File: src/rtl/core/ibfc_pkg.sv
// Shared types and constants for the idle backlight fade controller.
`timescale 1ns / 1ps

package ibfc_pkg;

    localparam int STEP_BITS  = 10;
    localparam int IDLE_W     = 22;
    localparam int CNT_W      = 10;
    localparam int LVL_W      = 8;
    localparam int CFG_IDX_W  = 2;
    localparam int CFG_DATA_W = 22;
    localparam int STEP_CMP_W = (STEP_BITS > CNT_W) ? STEP_BITS : CNT_W;

    // Divider sizing: remaining steps times one hundred over the step count.
    localparam int DVD_W  = 17;
    localparam int DVS_W  = 10;
    localparam int DCNT_W = $clog2(DVD_W);
    localparam int PCT_W  = 7;

    // Division by one hundred through a reciprocal, exact for dividends below 43690.
    localparam int MUL_A_W     = 15;
    localparam int MUL_B_W     = 13;
    localparam int PROD_W      = MUL_A_W + MUL_B_W;
    localparam int RECIP_SHIFT = 19;
    localparam logic [MUL_B_W-1:0] RECIP_100 = 13'd5243;
    localparam logic [DVD_W-1:0]   PCT_SCALE = 17'd100;

    localparam logic [STEP_BITS-1:0] STEP_MAX = {STEP_BITS{1'b1}};
    localparam logic [IDLE_W-1:0]    IDLE_MAX = {IDLE_W{1'b1}};

    localparam int S_TDATA_W = 16;
    localparam int M_TDATA_W = 24;

    // Configuration register indexes.
    localparam logic [CFG_IDX_W-1:0] CFG_IDLE_TIMEOUT  = 2'd0;
    localparam logic [CFG_IDX_W-1:0] CFG_FADE_STEPS    = 2'd1;
    localparam logic [CFG_IDX_W-1:0] CFG_FADE_INTERVAL = 2'd2;
    localparam logic [CFG_IDX_W-1:0] CFG_OFF_THRESHOLD = 2'd3;

    localparam logic ACTION_TICK     = 1'b0;
    localparam logic ACTION_ACTIVITY = 1'b1;

    typedef enum logic [3:0] {
        OP_NONE,
        OP_EVAL,
        OP_DIV_GO,
        OP_SQ,
        OP_E1,
        OP_E2,
        OP_D1,
        OP_D2,
        OP_D3,
        OP_L1,
        OP_L2,
        OP_L3,
        OP_FIN
    } dp_op_t;

    typedef struct packed {
        dp_op_t op;
        logic   capture;
        logic   load_out;
    } dp_cmd_t;

    typedef struct packed {
        logic need_step;
        logic div_done;
    } dp_status_t;

endpackage

File: src/rtl/core/ibfc_div.sv
// Restoring serial divider, one quotient bit per cycle.
`timescale 1ns / 1ps

module ibfc_div import ibfc_pkg::*; (
    input  logic             aclk,
    input  logic             aresetn,
    input  logic             start,
    input  logic [DVD_W-1:0] dividend,
    input  logic [DVS_W-1:0] divisor,
    output logic             done,
    output logic [DVD_W-1:0] quotient
);

    logic              busy_reg;
    logic [DCNT_W-1:0] count_reg;
    logic [DVD_W-1:0]  dvd_reg;
    logic [DVS_W-1:0]  part_reg;
    logic [DVS_W-1:0]  divisor_reg;
    logic [DVS_W:0]    trial;
    logic [DVS_W:0]    diff;
    logic              fits;

    assign trial = {part_reg, dvd_reg[DVD_W-1]};
    assign fits  = trial >= {1'b0, divisor_reg};
    assign diff  = trial - {1'b0, divisor_reg};
    assign done  = busy_reg && (count_reg == DCNT_W'(DVD_W - 1));
    // The dividend register fills with quotient bits from the bottom.
    assign quotient = dvd_reg;

    always_ff @(posedge aclk) begin
        if (!aresetn) begin
            busy_reg  <= 1'b0;
            count_reg <= '0;
        end else if (start) begin
            busy_reg  <= 1'b1;
            count_reg <= '0;
        end else if (busy_reg) begin
            count_reg <= count_reg + 1'b1;
            if (done) begin
                busy_reg <= 1'b0;
            end
        end
    end

    always_ff @(posedge aclk) begin
        if (start) begin
            dvd_reg     <= dividend;
            part_reg    <= '0;
            divisor_reg <= divisor;
        end else if (busy_reg) begin
            part_reg <= fits ? diff[DVS_W-1:0] : trial[DVS_W-1:0];
            dvd_reg  <= {dvd_reg[DVD_W-2:0], fits};
        end
    end

    a_start_busy: assert property (@(posedge aclk) disable iff (!aresetn)
        start |=> busy_reg)
        else $error("divider did not go busy after start");

endmodule

File: src/rtl/core/ibfc_datapath.sv
// Datapath: configuration, idle and fade state, shared multiplier and divider.
`timescale 1ns / 1ps

module ibfc_datapath import ibfc_pkg::*; (
    input  logic                  aclk,
    input  logic                  aresetn,
    input  logic                  cfg_wr_en,
    input  logic [CFG_IDX_W-1:0]  cfg_index,
    input  logic [CFG_DATA_W-1:0] cfg_wdata,
    input  logic                  in_action,
    input  logic [LVL_W-1:0]      in_led_value,
    input  logic [LVL_W-1:0]      in_display_level,
    input  dp_cmd_t               cmd,
    output dp_status_t            status,
    output logic [M_TDATA_W-1:0]  result_word
);

    // Configuration.
    logic [IDLE_W-1:0] idle_timeout_reg;
    logic [CNT_W-1:0]  fade_steps_reg;
    logic [CNT_W-1:0]  fade_interval_reg;
    logic [LVL_W-1:0]  off_threshold_reg;

    // Captured request.
    logic             action_reg;
    logic [LVL_W-1:0] cur_led_reg;
    logic [LVL_W-1:0] cur_disp_reg;

    // Controller state.
    logic [IDLE_W-1:0]    idle_count_reg;
    logic [CNT_W-1:0]     interval_reg;
    logic [STEP_BITS-1:0] step_reg;
    logic                 fade_reg;
    logic                 led_on_reg;
    logic                 disp_on_reg;
    logic [LVL_W-1:0]     led_base_reg;
    logic [LVL_W-1:0]     led_restore_reg;
    logic [LVL_W-1:0]     disp_saved_reg;
    logic [LVL_W-1:0]     led_now_reg;
    logic [LVL_W-1:0]     disp_now_reg;

    // Step working registers.
    logic [CNT_W-1:0]     rem_reg;
    logic [CNT_W-1:0]     steps_reg;
    logic                 in_range_reg;
    logic [PROD_W-1:0]    prod_reg;
    logic [PCT_W-1:0]     eased_reg;
    logic [M_TDATA_W-1:0] result_word_reg;

    logic [CNT_W-1:0]      steps_eff;
    logic [IDLE_W-1:0]     idle_inc;
    logic                  start_fade;
    logic [CNT_W-1:0]      interval_base;
    logic [STEP_BITS-1:0]  step_base;
    logic [STEP_BITS-1:0]  step_inc;
    logic                  fade_after;
    logic                  take_step;
    logic                  in_range;
    logic [CNT_W-1:0]      rem_val;
    logic [STEP_CMP_W-1:0] steps_cmp;
    logic [STEP_CMP_W-1:0] step_cmp;
    logic [LVL_W-1:0]      restore_max;
    logic                  div_done;
    logic [DVD_W-1:0]      quotient;
    logic [MUL_A_W-1:0]    mul_a;
    logic [MUL_B_W-1:0]    mul_b;
    logic                  led_off;
    logic                  disp_off;
    logic                  timeout_active;

    assign steps_eff     = (fade_steps_reg == '0) ? CNT_W'(1) : fade_steps_reg;
    assign idle_inc      = (idle_count_reg == IDLE_MAX) ? idle_count_reg
                                                        : idle_count_reg + 1'b1;
    assign start_fade    = (led_on_reg || disp_on_reg) && !fade_reg
                           && (idle_inc > idle_timeout_reg);
    assign interval_base = start_fade ? '0 : interval_reg;
    assign step_base     = start_fade ? '0 : step_reg;
    assign fade_after    = fade_reg || start_fade;
    assign take_step     = (action_reg == ACTION_TICK) && fade_after
                           && (interval_base >= fade_interval_reg);
    assign step_inc      = (step_base == STEP_MAX) ? step_base : step_base + 1'b1;
    assign steps_cmp     = STEP_CMP_W'(steps_eff);
    assign step_cmp      = STEP_CMP_W'(step_inc);
    assign in_range      = step_cmp <= steps_cmp;
    assign rem_val       = (steps_cmp > step_cmp) ? CNT_W'(steps_cmp - step_cmp) : '0;
    assign restore_max   = (cur_led_reg > led_restore_reg) ? cur_led_reg : led_restore_reg;

    assign status.need_step = take_step;
    assign status.div_done  = div_done;

    ibfc_div u_div (
        .aclk     (aclk),
        .aresetn  (aresetn),
        .start    (cmd.op == OP_DIV_GO),
        .dividend (DVD_W'(rem_reg) * PCT_SCALE),
        .divisor  (steps_reg),
        .done     (div_done),
        .quotient (quotient)
    );

    // One multiplier serves the squaring, the scaling and the reciprocal steps.
    always_comb begin
        mul_a = prod_reg[MUL_A_W-1:0];
        mul_b = RECIP_100;
        case (cmd.op)
            OP_SQ: begin
                mul_a = MUL_A_W'(quotient[PCT_W-1:0]);
                mul_b = MUL_B_W'(quotient[PCT_W-1:0]);
            end
            OP_D1: begin
                mul_a = MUL_A_W'(disp_saved_reg);
                mul_b = MUL_B_W'(eased_reg);
            end
            OP_L1: begin
                mul_a = MUL_A_W'(led_base_reg);
                mul_b = MUL_B_W'(eased_reg);
            end
            default: begin
                mul_a = prod_reg[MUL_A_W-1:0];
                mul_b = RECIP_100;
            end
        endcase
    end

    assign led_off  = in_range_reg && led_on_reg && (led_now_reg <= off_threshold_reg);
    assign disp_off = in_range_reg && disp_on_reg && (disp_now_reg <= off_threshold_reg);
    assign timeout_active = fade_reg || (!led_on_reg && !disp_on_reg);

    always_ff @(posedge aclk) begin
        if (!aresetn) begin
            idle_timeout_reg  <= IDLE_W'(60000);
            fade_steps_reg    <= CNT_W'(312);
            fade_interval_reg <= CNT_W'(16);
            off_threshold_reg <= LVL_W'(2);
        end else if (cfg_wr_en) begin
            case (cfg_index)
                CFG_IDLE_TIMEOUT:  idle_timeout_reg  <= cfg_wdata[IDLE_W-1:0];
                CFG_FADE_STEPS:    fade_steps_reg    <= cfg_wdata[CNT_W-1:0];
                CFG_FADE_INTERVAL: fade_interval_reg <= cfg_wdata[CNT_W-1:0];
                CFG_OFF_THRESHOLD: off_threshold_reg <= cfg_wdata[LVL_W-1:0];
                default: ;
            endcase
        end
    end

    always_ff @(posedge aclk) begin
        if (!aresetn) begin
            idle_count_reg  <= '0;
            interval_reg    <= '0;
            step_reg        <= '0;
            fade_reg        <= 1'b0;
            led_on_reg      <= 1'b1;
            disp_on_reg     <= 1'b1;
            led_base_reg    <= '1;
            led_restore_reg <= '1;
            disp_saved_reg  <= '1;
            led_now_reg     <= '1;
            disp_now_reg    <= '1;
        end else begin
            case (cmd.op)
                OP_EVAL: begin
                    if (action_reg == ACTION_TICK) begin
                        idle_count_reg <= idle_inc;
                        fade_reg       <= fade_after;
                        if (start_fade) begin
                            led_base_reg   <= cur_led_reg;
                            disp_saved_reg <= cur_disp_reg;
                        end
                        if (fade_after) begin
                            if (take_step) begin
                                interval_reg <= '0;
                                step_reg     <= step_inc;
                            end else begin
                                interval_reg <= interval_base + 1'b1;
                                step_reg     <= step_base;
                            end
                        end
                    end else begin
                        // Activity always leaves both lights on and no fade running.
                        idle_count_reg  <= '0;
                        fade_reg        <= 1'b0;
                        led_on_reg      <= 1'b1;
                        disp_on_reg     <= 1'b1;
                        led_restore_reg <= restore_max;
                        led_base_reg    <= restore_max;
                        if (!led_on_reg) begin
                            led_now_reg <= led_restore_reg;
                        end
                        if (!disp_on_reg) begin
                            disp_now_reg <= disp_saved_reg;
                        end
                    end
                end
                OP_D3: disp_now_reg <= prod_reg[RECIP_SHIFT+LVL_W-1:RECIP_SHIFT];
                OP_L3: begin
                    if (in_range_reg && led_on_reg) begin
                        led_now_reg <= prod_reg[RECIP_SHIFT+LVL_W-1:RECIP_SHIFT];
                    end
                end
                OP_FIN: begin
                    led_on_reg  <= led_on_reg && !led_off;
                    disp_on_reg <= disp_on_reg && !disp_off;
                    if (!(led_on_reg && !led_off) && !(disp_on_reg && !disp_off)) begin
                        fade_reg <= 1'b0;
                    end
                end
                default: ;
            endcase
        end
    end

    always_ff @(posedge aclk) begin
        if (cmd.capture) begin
            action_reg   <= in_action;
            cur_led_reg  <= in_led_value;
            cur_disp_reg <= in_display_level;
        end
        if (cmd.op == OP_EVAL && take_step) begin
            rem_reg      <= rem_val;
            steps_reg    <= steps_eff;
            in_range_reg <= in_range;
        end
        if (cmd.op == OP_SQ || cmd.op == OP_E1 || cmd.op == OP_D1 || cmd.op == OP_D2
            || cmd.op == OP_L1 || cmd.op == OP_L2) begin
            prod_reg <= PROD_W'(mul_a) * PROD_W'(mul_b);
        end
        if (cmd.op == OP_E2) begin
            eased_reg <= prod_reg[RECIP_SHIFT+PCT_W-1:RECIP_SHIFT];
        end
        if (cmd.load_out) begin
            result_word_reg <= {4'b0000, timeout_active, fade_reg, disp_on_reg,
                                disp_now_reg, led_on_reg, led_now_reg};
        end
    end

    assign result_word = result_word_reg;

    a_fade_has_light: assert property (@(posedge aclk) disable iff (!aresetn)
        fade_reg |-> (led_on_reg || disp_on_reg))
        else $error("fade running with both lights off");

    a_activity_restores: assert property (@(posedge aclk) disable iff (!aresetn)
        (cmd.op == OP_EVAL && action_reg == ACTION_ACTIVITY)
        |=> (led_on_reg && disp_on_reg && !fade_reg && idle_count_reg == '0))
        else $error("activity did not restore the lights");

endmodule

File: src/rtl/core/ibfc_ctrl.sv
// Controller state machine sequencing evaluation, fade step arithmetic and output.
`timescale 1ns / 1ps

module ibfc_ctrl import ibfc_pkg::*; (
    input  logic       aclk,
    input  logic       aresetn,
    input  logic       s_tvalid,
    output logic       s_tready,
    output logic       m_tvalid,
    input  logic       m_tready,
    input  dp_status_t status,
    output dp_cmd_t    cmd
);

    typedef enum logic [3:0] {
        S_IDLE,
        S_EVAL,
        S_DIV_GO,
        S_DIV_WAIT,
        S_SQ,
        S_E1,
        S_E2,
        S_D1,
        S_D2,
        S_D3,
        S_L1,
        S_L2,
        S_L3,
        S_FIN,
        S_OUT
    } state_t;

    state_t state_reg;
    logic   m_tvalid_reg;
    logic   s_accept;
    logic   out_free;

    assign s_tready = (state_reg == S_IDLE);
    assign s_accept = s_tvalid && s_tready;
    assign out_free = !m_tvalid_reg || m_tready;
    assign m_tvalid = m_tvalid_reg;

    always_comb begin
        cmd.capture  = s_accept;
        cmd.load_out = (state_reg == S_OUT) && out_free;
        case (state_reg)
            S_EVAL:   cmd.op = OP_EVAL;
            S_DIV_GO: cmd.op = OP_DIV_GO;
            S_SQ:     cmd.op = OP_SQ;
            S_E1:     cmd.op = OP_E1;
            S_E2:     cmd.op = OP_E2;
            S_D1:     cmd.op = OP_D1;
            S_D2:     cmd.op = OP_D2;
            S_D3:     cmd.op = OP_D3;
            S_L1:     cmd.op = OP_L1;
            S_L2:     cmd.op = OP_L2;
            S_L3:     cmd.op = OP_L3;
            S_FIN:    cmd.op = OP_FIN;
            default:  cmd.op = OP_NONE;
        endcase
    end

    always_ff @(posedge aclk) begin
        if (!aresetn) begin
            state_reg    <= S_IDLE;
            m_tvalid_reg <= 1'b0;
        end else begin
            if (cmd.load_out) begin
                m_tvalid_reg <= 1'b1;
            end else if (m_tready) begin
                m_tvalid_reg <= 1'b0;
            end
            case (state_reg)
                S_IDLE:     if (s_accept) state_reg <= S_EVAL;
                S_EVAL:     state_reg <= status.need_step ? S_DIV_GO : S_OUT;
                S_DIV_GO:   state_reg <= S_DIV_WAIT;
                S_DIV_WAIT: if (status.div_done) state_reg <= S_SQ;
                S_SQ:       state_reg <= S_E1;
                S_E1:       state_reg <= S_E2;
                S_E2:       state_reg <= S_D1;
                S_D1:       state_reg <= S_D2;
                S_D2:       state_reg <= S_D3;
                S_D3:       state_reg <= S_L1;
                S_L1:       state_reg <= S_L2;
                S_L2:       state_reg <= S_L3;
                S_L3:       state_reg <= S_FIN;
                S_FIN:      state_reg <= S_OUT;
                S_OUT:      if (out_free) state_reg <= S_IDLE;
                default:    state_reg <= S_IDLE;
            endcase
        end
    end

    a_one_in_flight: assert property (@(posedge aclk) disable iff (!aresetn)
        s_accept |=> !s_tready)
        else $error("second request taken while one is in work");

    a_load_when_free: assert property (@(posedge aclk) disable iff (!aresetn)
        cmd.load_out |-> out_free)
        else $error("result register overwritten before it was taken");

    a_div_to_square: assert property (@(posedge aclk) disable iff (!aresetn)
        (state_reg == S_DIV_WAIT && status.div_done) |=> (state_reg == S_SQ))
        else $error("divider finish not followed by squaring");

endmodule

File: src/rtl/core/idle_backlight_fade_controller.sv
// Top level of the idle backlight fade controller.
//
//  Channel   Direction  Payload
//  s_*       in         tuser: action; tdata: current_led_value, current_display_level
//  m_*       out        tdata: led_level .. timeout_active, one result per request
//  cfg_*     in         plain register writes, index 0..3
//
// A request that needs no fade step goes from evaluation straight to the output state,
// where its result is loaded into the output register once that register is free.
// A fade step first runs the serial divider for the percentage and then six shared multiplier
// passes (square, ease, two for the display level, two for the LED level) before output.
// One request is worked on at a time; a new one is taken while a result waits.
// Reset is synchronous and active low and restores configuration and state at once.
`timescale 1ns / 1ps

module idle_backlight_fade_controller import ibfc_pkg::*; (
    input  logic                  aclk,
    input  logic                  aresetn,
    input  logic                  s_tvalid,
    output logic                  s_tready,
    // tdata: current_led_value [7:0], current_display_level [15:8]
    input  logic [S_TDATA_W-1:0]  s_tdata,
    // tuser: action [0]
    input  logic                  s_tuser,
    output logic                  m_tvalid,
    input  logic                  m_tready,
    // tdata: led_level [7:0], led_enabled [8], display_level [16:9],
    // display_enabled [17], fading [18], timeout_active [19], zero [23:20]
    output logic [M_TDATA_W-1:0]  m_tdata,
    input  logic                  cfg_wr_en,
    input  logic [CFG_IDX_W-1:0]  cfg_index,
    input  logic [CFG_DATA_W-1:0] cfg_wdata
);

    dp_cmd_t    cmd;
    dp_status_t status;

    ibfc_ctrl u_ctrl (
        .aclk     (aclk),
        .aresetn  (aresetn),
        .s_tvalid (s_tvalid),
        .s_tready (s_tready),
        .m_tvalid (m_tvalid),
        .m_tready (m_tready),
        .status   (status),
        .cmd      (cmd)
    );

    ibfc_datapath u_datapath (
        .aclk             (aclk),
        .aresetn          (aresetn),
        .cfg_wr_en        (cfg_wr_en),
        .cfg_index        (cfg_index),
        .cfg_wdata        (cfg_wdata),
        .in_action        (s_tuser),
        .in_led_value     (s_tdata[LVL_W-1:0]),
        .in_display_level (s_tdata[2*LVL_W-1:LVL_W]),
        .cmd              (cmd),
        .status           (status),
        .result_word      (m_tdata)
    );

endmodule
File: config.mk
export PLATFORM = sky130hd
export DESIGN_NAME = idle_backlight_fade_controller
export DESIGN_NICKNAME = d
export VERILOG_FILES = /design/src/rtl/core/ibfc_pkg.sv /design/src/rtl/core/ibfc_div.sv /design/src/rtl/core/ibfc_datapath.sv /design/src/rtl/core/ibfc_ctrl.sv /design/src/rtl/core/idle_backlight_fade_controller.sv
export SDC_FILE = /design/constraint.sdc
export NUM_CORES = 1
export LEC_CHECK = 0
export BUFFER_PORTS_ARGS = -buffer_cell sky130_fd_sc_hd__buf_2
export CAP_MARGIN = 20
export CORE_ASPECT_RATIO = 1.25
export CORE_UTILIZATION = 60
export DETAILED_ROUTE_END_ITERATION = 10
export PLACE_DENSITY = 0.78
export SETUP_SLACK_MARGIN = 0.1
export SLEW_MARGIN = 20
export SYNTH_ARGS = -nofsm -noshare
export SYNTH_HDL_FRONTEND = slang
export SYNTH_SLANG_ARGS = --single-unit
File: constraint.sdc
create_clock -name aclk -period 8.71 [get_ports aclk]
set_input_delay 1.742 -clock aclk [delete_from_list [all_inputs] [get_ports aclk]]
set_output_delay 1.742 -clock aclk [all_outputs]
set_load 0.01 [all_outputs]
; Yosys cells after proc, flatten, opt, wreduce, memory -nomap -nowiden
; Memories as Yosys holds them, arrays and structs flattened. A register that Yosys moved wholly into a read port is not among the register bits.
; Cells that the tools add are included.
[classes]
muxes = 41
n_reduce_logical = 57
mul = 2
n_eq_ne = 40
add_sub_neg = 6
bitwise = 2
n_lt_le_gt_ge = 8
[ops]
columns = op, count
row1 = 10-bit two-way mux, 7
row2 = 8-bit two-way mux, 8
row3 = 4-bit one-hot mux with 15 select lines, 1
row4 = "4-bit equality test, second input constant", 12
row5 = 15-bit one-hot mux with 3 select lines, 1
row6 = 22-bit two-way mux, 2
row7 = 17-bit two-way mux, 2
row8 = "4-bit by 3-bit equality test with 1-bit output, second input constant", 8
row9 = 8-bit one-hot mux with 2 select lines, 2
row10 = 15-bit by 13-bit multiplier with 27-bit output, 1
row11 = 13-bit one-hot mux with 2 select lines, 1
row12 = 4-bit two-way mux, 6
row13 = "22-bit by 1-bit adder with 22-bit output, second input constant", 1
row14 = "22-bit equality test, second input constant", 1
row15 = 22-bit > comparator, 1
row16 = "10-bit by 1-bit adder with 10-bit output, second input constant", 2
row17 = 10-bit subtractor, 2
row18 = "4-bit by 2-bit equality test with 1-bit output, second input constant", 4
row19 = 8-bit <= comparator, 2
row20 = 1-bit logical AND, 16
row21 = 2-bit AND reduction, 8
row22 = "10-bit by 5-bit multiplier with 15-bit output, second input constant", 1
row23 = 3-bit AND reduction, 4
row24 = 2-bit nonzero test, 6
row25 = 23 further kinds, 57
[totals]
out_inout_bits = 26
elab_cells = 189
input_bits = 46
memories = 1
reg_bits = 275
rom_bits = 64
[memory_table]
columns = name, words, word_bits, read_ports, rd_clocked_by_memory_dff, wr, line
row1 = (no name shown), 16, 4, 1, 1, 0, ibfc_ctrl.sv:46  ; case (state_reg)

; Logic depth before layout (Yosys ltp)
; Gate-level depths: netlist (run 1).
[logic_depth]
ltp_word = 11
mapped_depth = 36
mapped_depth_nobuf = 31

; Hierarchy
; Synthesis (run 1) repeated with hierarchy kept, for this count alone.
[unflattened]
cells_unflattened = 2143
hier_area_um2 = 19777.7
[by_module_without_submodules]
columns = module, n_inst, area_each_um2, cells_per_inst, seq_area_each_um2
row1 = ibfc_datapath, 1, 16764.8, 1863, 5345.1
row2 = ibfc_div, 1, 2297.2, 202, 1131.1
row3 = ibfc_ctrl, 1, 715.7, 78, 180.2

; Worst setup path before layout (run 1)
; OpenSTA, ideal clock, no wires.
[synth_timing]
path_kind = reg-to-reg
startpoint = register u_datapath.idle_count_reg[3]
endpoint = register u_datapath.rem_reg[8], data pin
synth_period_minus_slack_ns = 6.760
t_required_ns = 8.550
setup_time_ns = 0.160
setup_slack_ns = 1.950
arrival_ns = 6.600
path_stages_with_launch = 37
n_path_buf = 5
cell_sequence = dfxtp_1 > buf_2 > and4_4 > nand4_1 > or3_1 > buf_6 > nand2_4 > nor2_2 > and3_4 > xor2_2 > ha_1 > a21oi_1 > o21ai_0 > a22oi_1 > and4_4 > nand2b_4 > clkbuf_1 > and2_1 > ha_1 > and3_1 > nand4_1 > nor2_1 > and3_1 > clkbuf_1 > xor2_1 > nand2_1 > ha_1 > fa_1 > nor2b_1 > o21ai_0 > a21boi_0 > o21ai_0 > a21oi_1 > o21ai_0 > a211o_1 > buf_2 > nor3b_1
[synth_between]
elab_chain_len = 8
word_cells_on_any_way = 11
cone_classes = add/sub: 3 / order compare: 2 / eq/ne: 2 / mux: 3 / reduce/logical: 1
[synth_rtl]
columns = element, line
row1 = from (decl), ibfc_datapath.sv:30  ; logic [IDLE_W-1:0] idle_count_reg;
row2 = from (signal assigned), ibfc_datapath.sv:163  ; idle_count_reg <= idle_inc;
row3 = 22-bit by 1-bit adder with 22-bit output or 22-bit equality test (tied branches), "ibfc_datapath.sv:73, ibfc_datapath.sv:72"
row4 = 22-bit two-way mux *, ibfc_datapath.sv:72  ; assign idle_inc = (idle_count_reg == IDLE_MAX) ? idle_count_reg
row5 = 22-bit > comparator *, ibfc_datapath.sv:75  ; && (idle_inc > idle_timeout_reg);
row6 = 1-bit logical AND *, ibfc_datapath.sv:75
row7 = 10-bit two-way mux *, ibfc_datapath.sv:77  ; assign step_base = start_fade ? '0 : step_reg;
row8 = 10-bit by 1-bit adder with 10-bit output or 10-bit equality test (tied branches), ibfc_datapath.sv:81  ; assign step_inc = (step_base == STEP_MAX) ? step_base : step_base + 1'b1;
row9 = 10-bit two-way mux *, ibfc_datapath.sv:81
row10 = 10-bit subtractor or 10-bit > comparator (tied branches), ibfc_datapath.sv:85  ; assign rem_val = (steps_cmp > step_cmp) ? CNT_W'(steps_cmp - step_cmp) : '0;
row11 = to (signal assigned), ibfc_datapath.sv:219  ; rem_reg <= rem_val;
row12 = to (decl), ibfc_datapath.sv:43  ; logic [CNT_W-1:0] rem_reg;
; Mark *: on every way between the ends. The rest lies on a longest branch, timed or not.
; A chain may end at the register's enable or synchronous reset.

; Worst setup path after layout (run 1)
[layout_timing]
startpoint = register u_datapath.idle_count_reg[14]
endpoint = register u_datapath.rem_reg[4], data pin
; Same word-level chain as after synthesis.

==> results by group, run 1 <==
Layout
  – Layout Nets: 2548
  – Max FFs per register: 23
  – Storage element area: 6636 um^2
  – Final Non-Filler Cells: 2616
  – Antenna diodes: 0
  – Area Growth Syn to Fin: 7.615%
  – Fill count: 2608
  – Final Util: 65.53%
  – Multi-input logic area: 11340 um^2
  – Share of cells above drive strength 1: 7.169%

Clocking
  – Clock buffer depth: 3
  – CTS resizes: 0
  – CTS tree: yes
  – Buffer count from post-CTS setup fixing: 0
  – Worst-path clk slew: 0.06 ns
  – CTS Sinks: 275
  – Number of buffers created by CTS: 27
  – Worst skew pair latency: 0.55 ns
  – Root buffer cell: clkbuf_16
  – CTS H-tree lvls: 1
  – Hold Buf Count CTS: 0

Die
  – Width of the die: 162.6 um
  – Core ar.: 31790 um^2
  – Initial Utilization: 60.89%
  – Row cnt: 73
  – Die Y: 202.8 um
  – # IOs: 72
  – Total die area: 32990 um^2

Setup path
  – Reg2Reg Depth: 30
  – Arrival @ worst endpoint: 8.02 ns
  – CP max-delay cell: nor3_1
  – Crit. End Element: flop
  – Critical-path maximum fanout: 31
  – WS Path Type: flop to flop
  – Worst R2R Setup Slack: 1.05 ns
  – FF-to-FF End: u_datapath.rem_reg[4]$_SDFFCE_PP0P_
  – FF-to-FF Start: u_datapath.idle_count_reg[14]$_SDFFE_PN0P_
  – Crit start category: flop
  – Worst path max stage delay: 0.59 ns
  – Worst Path Required: 9.08 ns

Yosys
  – Synth Flop Type: dfxtp_1
  – Ranking of synthesized cells by area: edfxtp_1 18%, dfxtp_1 17%, ha_1 15%
  – Synth Area per Inst: 9.011 um^2
  – Post-Syn Area: 19350 um^2
  – Seq/Total Area, Yosys: 34.29%
  – FF+latch count, synth: 275
  – Synth cell types: 81
  – Syn Inst Count: 2148
  – Post-synth EDFFs: 113
  – Top cell type by total area after synthesis: edfxtp_1
  – Post-synth top area share: 17.53%
  – Ys Warns: 0
  – Asr flop ratio synth: 0%

Detailed routing
  – DRC violations left: 0
  – Post-DRT Antenna Nets: 0
  – Wire per inst: 17.51 um
  – Post-Route WL: 45.81 mm
  – DR pass1 iterations: 5
  – Vias per Instance: 5.766
  – Routed via count: 15084
  – DR iter-0 viols: 949

Flow run
  – Max-cap violations: 0

STA
  – Setup_tns: 0 ns
  – Relative slew margins: 33.54%
  – Setup Viol. Count Final: 0
  – Fmax: 130.6 MHz
  – Endpoints failing hold: 0
  – Layout Skew: 0.008745 ns
  – Max-slew violation count: 0
  – Final worst-path cycle share: 87.91%
  – RSZ-0062 raised after global routing: false
  – Actual slew at the worst max-slew pin: 0.9970 ns
  – Fin crit period: 7.657 ns

Global route
  – First-pass GRT wire length: 75.21 mm
  – Grt ovf: 0
  – Vias in the first global route: 15277
  – Initial antenna violation count: 0
  – Total Routing Usage GR: 28.63%
  – Largest net degree at the start of global routing: 78

Status
  – Status: finished, final reports clean

Placement
  – HPWL after detailed placement: 35.50 mm
  – Placed insts: 2567
  – GPL Wtd Cong: 0.9325
  – Port Buf Inserts: 67

Min path
  – WHS Path Cells: 0
  – Hold Path Class: flop to flop
  – Hold endpoint: u_datapath.u_div.divisor_reg[6]$_DFFE_PP_
  – Hold Crit Start: u_datapath.steps_reg[6]$_DFFE_PP_
-- layout make-up --
type,instances,area share [%]
clock inverters,13,0.3664
well taps,412,2.475
inverters,289,5.208
repair buffers,80,2.078
multi-input cells,1511,54.45
clock buffers,36,3.556
flip-flops and latches,275,31.86
-- cells in the mapped netlist (4+ instances only) --
master,n
or3_1,14
o21bai_1,7
buf_4,4
a21o_1,27
o21ai_1,4
a22o_1,4
nor2b_1,25
o211ai_1,33
nor3_1,27
fa_1,91
buf_1,4
a31oi_1,7
a22oi_1,16
inv_1,286
a21oi_1,141
a21boi_0,4
and2_1,27
mux2i_1,32
o31ai_1,5
nand4_1,19
or2_2,7
nand2b_1,17
and3_1,26
buf_2,10
a211oi_1,15
o21ai_0,83
a41o_1,5
clkbuf_1,63
nand3b_1,10
nor2_1,115
nand3_1,54
xnor2_1,50
ha_1,227
dfxtp_1,162
edfxtp_1,113
o21a_1,14
xor2_1,19
nand2_1,313
-- layer usage --
metal  wire length (um)  global-route usage, %  up-vias
met3               2133                  2.819      136
met5                  0                      0        -
met1              17890                  33.02     7180
met2              23660                  52.46      448
met4               2130                  13.95        0
li1                   -                      -     7320
-- cells in the final DEF (no fill, tap or decap), types with 7 or more instances in the layout --
master,instances
a211oi_1,15
a21o_1,27
a21oi_1,141
a22oi_1,16
a31oi_1,7
and2_1,27
and3_1,26
buf_2,67
buf_4,13
clkbuf_1,7
clkbuf_16,28
conb_1,11
dfxtp_1,162
edfxtp_1,113
fa_1,91
ha_1,227
inv_1,286
mux2i_1,32
nand2_1,313
nand2b_1,17
nand3_1,54
nand3b_1,10
nand4_1,19
nor2_1,114
nor2b_1,25
nor3_1,26
o211ai_1,33
o21a_1,14
o21ai_0,83
o21bai_1,7
or2_2,7
or3_1,14
xnor2_1,50
xor2_1,19
-- worst max-delay path by stage --
stage,slack (ns),from,end
after floorplan,1.95,u_datapath.idle_count_reg[3]$_SDFFE_PN0P_,u_datapath.rem_reg[8]$_SDFFCE_PP0P_
after global placement,1.41,u_datapath.idle_count_reg[3]$_SDFFE_PN0P_,u_datapath.rem_reg[8]$_SDFFCE_PP0P_
after detailed placement,1.18,u_datapath.idle_count_reg[3]$_SDFFE_PN0P_,u_datapath.rem_reg[4]$_SDFFCE_PP0P_
after CTS,1.11,u_datapath.idle_count_reg[3]$_SDFFE_PN0P_,u_datapath.rem_reg[4]$_SDFFCE_PP0P_
after global routing,0.36,u_datapath.idle_count_reg[14]$_SDFFE_PN0P_,u_datapath.rem_reg[8]$_SDFFCE_PP0P_
final,1.05,u_datapath.idle_count_reg[14]$_SDFFE_PN0P_,u_datapath.rem_reg[4]$_SDFFCE_PP0P_
-- worst max-delay path: cells and delay by family (launching register included) --
kind,cells,cell delay [ns]
buffers and inverters,1,0.09
flip-flops,1,0.43
adder cells (fa/ha/maj),3,0.86
AO/OA/AOI/OAI,9,1.96
AND/OR/NAND/NOR,16,3.98
XOR/XNOR,1,0.15
-- cell families (layout without fill, tap and decap cells) --
kind of cell / count (synthesis) / after routing / share of synthesized area [%]
AOI/OAI and AO/OA: 397 / 397 / 12.81
buffers and inverters: 371 / 418 / 7.376
other: 2 / 11 / 0.03880
adders and majority gates: 318 / 318 / 24.09
muxes: 33 / 33 / 1.713
and+or+nand+nor: 681 / 681 / 16.40
xor gates and xnor gates: 71 / 71 / 3.290
DFF: 275 / 275 / 34.29
-- through the flow --
| step | hold WS [ns] | instance area, um^2 | setup slack (ns) |
|---|---|---|---|
| after floorplan | 0.4003 | 19390 | 1.950 |
| after global placement | 0.4043 | 20010 | 1.414 |
| after detailed placement | 0.4072 | 20010 | 1.177 |
| after CTS | 0.4217 | 20820 | 1.109 |
| after global routing | 0.4268 | 20830 | 0.3575 |
| final | 0.4199 | 20830 | 1.053 |
Power of run 1 is not shown: default switching activity piles up to over one toggle a cycle in this logic, so the estimate is an artifact.
==> run 2, diff against run 1 <==
--- a/config.mk
+++ b/config.mk
@@ -7,10 +7,12 @@
 export LEC_CHECK = 0
 export BUFFER_PORTS_ARGS = -buffer_cell sky130_fd_sc_hd__buf_2
 export CAP_MARGIN = 20
+export CELL_PAD_IN_SITES_DETAIL_PLACEMENT = 0
+export CELL_PAD_IN_SITES_GLOBAL_PLACEMENT = 1
 export CORE_ASPECT_RATIO = 1.25
-export CORE_UTILIZATION = 60
+export CORE_UTILIZATION = 49
 export DETAILED_ROUTE_END_ITERATION = 10
-export PLACE_DENSITY = 0.78
+export PLACE_DENSITY_LB_ADDON = 0.1
 export SETUP_SLACK_MARGIN = 0.1
 export SLEW_MARGIN = 20
 export SYNTH_ARGS = -nofsm -noshare
==> constraint.sdc (replaced) <==
create_clock -name aclk -period 8.71 [get_ports aclk]
set_input_delay 1.742 -clock aclk [delete_from_list [all_inputs] [get_ports aclk]]
set_output_delay 1.742 -clock aclk [all_outputs]
set_load 0.05 [all_outputs]
==> results by group, run 2 (synthesized netlist as in run 1, its figures left out) <==
Die
  – Total die area: 40300 um^2 (was 32990 um^2)
  – Initial Utilization: 49.60% (was 60.89%)
  – Row cnt: 81 (was 73)
  – Core ar.: 39020 um^2 (was 31790 um^2)
  – # IOs: 72 (unchanged)
  – Width of the die: 179.8 um (was 162.6 um)
  – Die Y: 224.2 um (was 202.8 um)

Layout
  – Max FFs per register: 23 (unchanged)
  – Commonest non-fill, non-tap cells in the layout: 313 x nand2_1, 286 x inv_1, 227 x ha_1 (unchanged)
  – Area Growth Syn to Fin: 9.458% (was 7.615%)
  – Share of cells above drive strength 1: 7.783% (was 7.169%)
  – Antenna diodes: 0 (unchanged)
  – Fill count: 3601 (was 2608)
  – Most common cell after layout, fill and taps aside: nand2_1 (unchanged)
  – Layout Nets: 2551 (was 2548)
  – Final Util: 54.30% (was 65.53%)

Clocking
  – CTS Sinks: 275 (unchanged)
  – Worst skew pair latency: 0.57 ns (was 0.55 ns)
  – Hold Buf Count CTS: 0 (unchanged)
  – Root buffer cell: clkbuf_16 (unchanged)
  – Worst-path clk slew: 0.07 ns (was 0.06 ns)
  – Number of buffers created by CTS: 29 (was 27)
  – Buffer count from post-CTS setup fixing: 0 (unchanged)
  – CTS tree: yes (unchanged)
  – Clock buffer depth: 3 (unchanged)
  – CTS H-tree lvls: 1 (unchanged)
  – CTS resizes: 0 (unchanged)

Global route
  – Initial antenna violation count: 0 (unchanged)
  – Total Routing Usage GR: 23.93% (was 28.63%)
  – Grt ovf: 0 (unchanged)
  – Vias in the first global route: 14629 (was 15277)
  – Largest net degree at the start of global routing: 78 (unchanged)
  – First-pass GRT wire length: 76.47 mm (was 75.21 mm)

Setup path
  – FF-to-FF Start: u_datapath.idle_count_reg[14]$_SDFFE_PN0P_ (unchanged)
  – Worst R2R Setup Slack: 0.95 ns (was 1.05 ns)
  – Critical Path End: u_datapath.rem_reg[2]$_SDFFCE_PP0P_ (was u_datapath.rem_reg[4]$_SDFFCE_PP0P_)
  – CP max-delay cell: nor3_1 (unchanged)
  – CP Launch Point: u_datapath.idle_count_reg[14]$_SDFFE_PN0P_ (unchanged)
  – Reg2Reg Depth: 30 (unchanged)
  – Worst path most repeated cell: o21ai_0
  – Crit start category: flop (unchanged)
  – Arrival @ worst endpoint: 8.16 ns (was 8.02 ns)
  – Worst path max stage delay: 0.62 ns (was 0.59 ns)
  – Worst Path Required: 9.11 ns (was 9.08 ns)
  – WS Path Type: flop to flop (unchanged)
  – FF-to-FF End: u_datapath.rem_reg[2]$_SDFFCE_PP0P_ (was u_datapath.rem_reg[4]$_SDFFCE_PP0P_)
  – Crit. End Element: flop (unchanged)
  – Critical-path maximum fanout: 31 (unchanged)

Detailed routing
  – DR pass1 iterations: 5 (unchanged)
  – DRC violations left: 0 (unchanged)
  – DR iter-0 viols: 750 (was 949)
  – Wire per inst: 17.51 um (about the same)
  – Post-DRT Antenna Nets: 0 (unchanged)
  – Routed via count: 14548 (was 15084)
  – Vias per Instance: 5.372 (was 5.766)
  – Post-Route WL: 47.41 mm (was 45.81 mm)

STA
  – Setup Viol. Count Final: 0 (unchanged)
  – Endpoints failing hold: 0 (unchanged)
  – Final worst-path cycle share: 89.13% (was 87.91%)
  – Relative slew margins: 28.72% (was 33.54%)
  – Fin crit period: 7.763 ns (was 7.657 ns)
  – Layout Skew: 0.02614 ns (was 0.008745 ns)
  – Max-slew violation count: 0 (unchanged)
  – Setup_tns: 0 ns (unchanged)
  – Fmax: 128.8 MHz (was 130.6 MHz)
  – RSZ-0062 raised after global routing: false (unchanged)
  – Actual slew at the worst max-slew pin: 1.069 ns (was 0.9970 ns)

Min path
  – Hold Path Class: flop to flop (unchanged)
  – Hold Crit Start: u_datapath.steps_reg[8]$_DFFE_PP_ (was u_datapath.steps_reg[6]$_DFFE_PP_)

Placement
  – Port Buf Inserts: 67 (unchanged)
  – GPL Wtd Cong: 0.8674 (was 0.9325)
  – HPWL after detailed placement: 36.44 mm (was 35.50 mm)

Flow run
  – Max-cap violations: 0 (unchanged)

Status
  – Status: finished, final reports clean (unchanged)
[run 2: how the worst min path moves through the flow]
stage               cells past startpoint                                        end
global route                            0  u_datapath.u_div.divisor_reg[8]$_DFFE_PP_
detailed placement                      0  u_datapath.u_div.divisor_reg[9]$_DFFE_PP_
CTS                                     0  u_datapath.u_div.divisor_reg[8]$_DFFE_PP_
finish                                  0  u_datapath.u_div.divisor_reg[8]$_DFFE_PP_
global placement                        0  u_datapath.u_div.divisor_reg[1]$_DFFE_PP_
floorplan                               0  u_datapath.u_div.divisor_reg[0]$_DFFE_PP_
[run 2: layout make-up]
class | count | area (um^2) | area share, %
Clock inverter | 22 | 297.8 | 1.406
Multi-Input combinational cell | 1511 | 11350 | 53.56
Sequential cell | 275 | 6636 | 31.33
Clock buffer | 32 | 757.0 | 3.573
Timing Repair Buffer | 81 | 440.4 | 2.079
Tap cell | 498 | 623.1 | 2.941
Inverter | 289 | 1085 | 5.120
[run 2: worst max-delay path: cells and delay by family (launching register included)]
kind | cells | cell delay, ns
and+or+nand+nor | 15 | 3.83
AOI/OAI and AO/OA | 10 | 2.15
adders and majority gates | 3 | 0.86
DFF | 1 | 0.44
xor gates and xnor gates | 1 | 0.18
buffers and inverters | 1 | 0.09
[run 2: layer usage]
metal	track usage, %	part of all wire (%)	vias to the layer above
met3	2.341	3.2	76
met2	44.47	51	244
met4	6.980	2.6	0
met5	0	0	-
li1	-	-	7326
met1	29.12	43	6902
[run 2: per-stage QoR]
step | cells | hold WS (ns) | worst slack (ns) | instance area [um^2]
global placement | 2654 | 0.4041 | 1.215 | 20120
detailed placement | 2654 | 0.4152 | 1.009 | 20130
finish | 2708 | 0.4278 | 0.9466 | 21190
CTS | 2708 | 0.4313 | 0.9606 | 21180
global route | 2708 | 0.4314 | 0.1777 | 21190
floorplan | 2157 | 0.4003 | 1.950 | 19390
Power of run 2 is left out for the same reason.
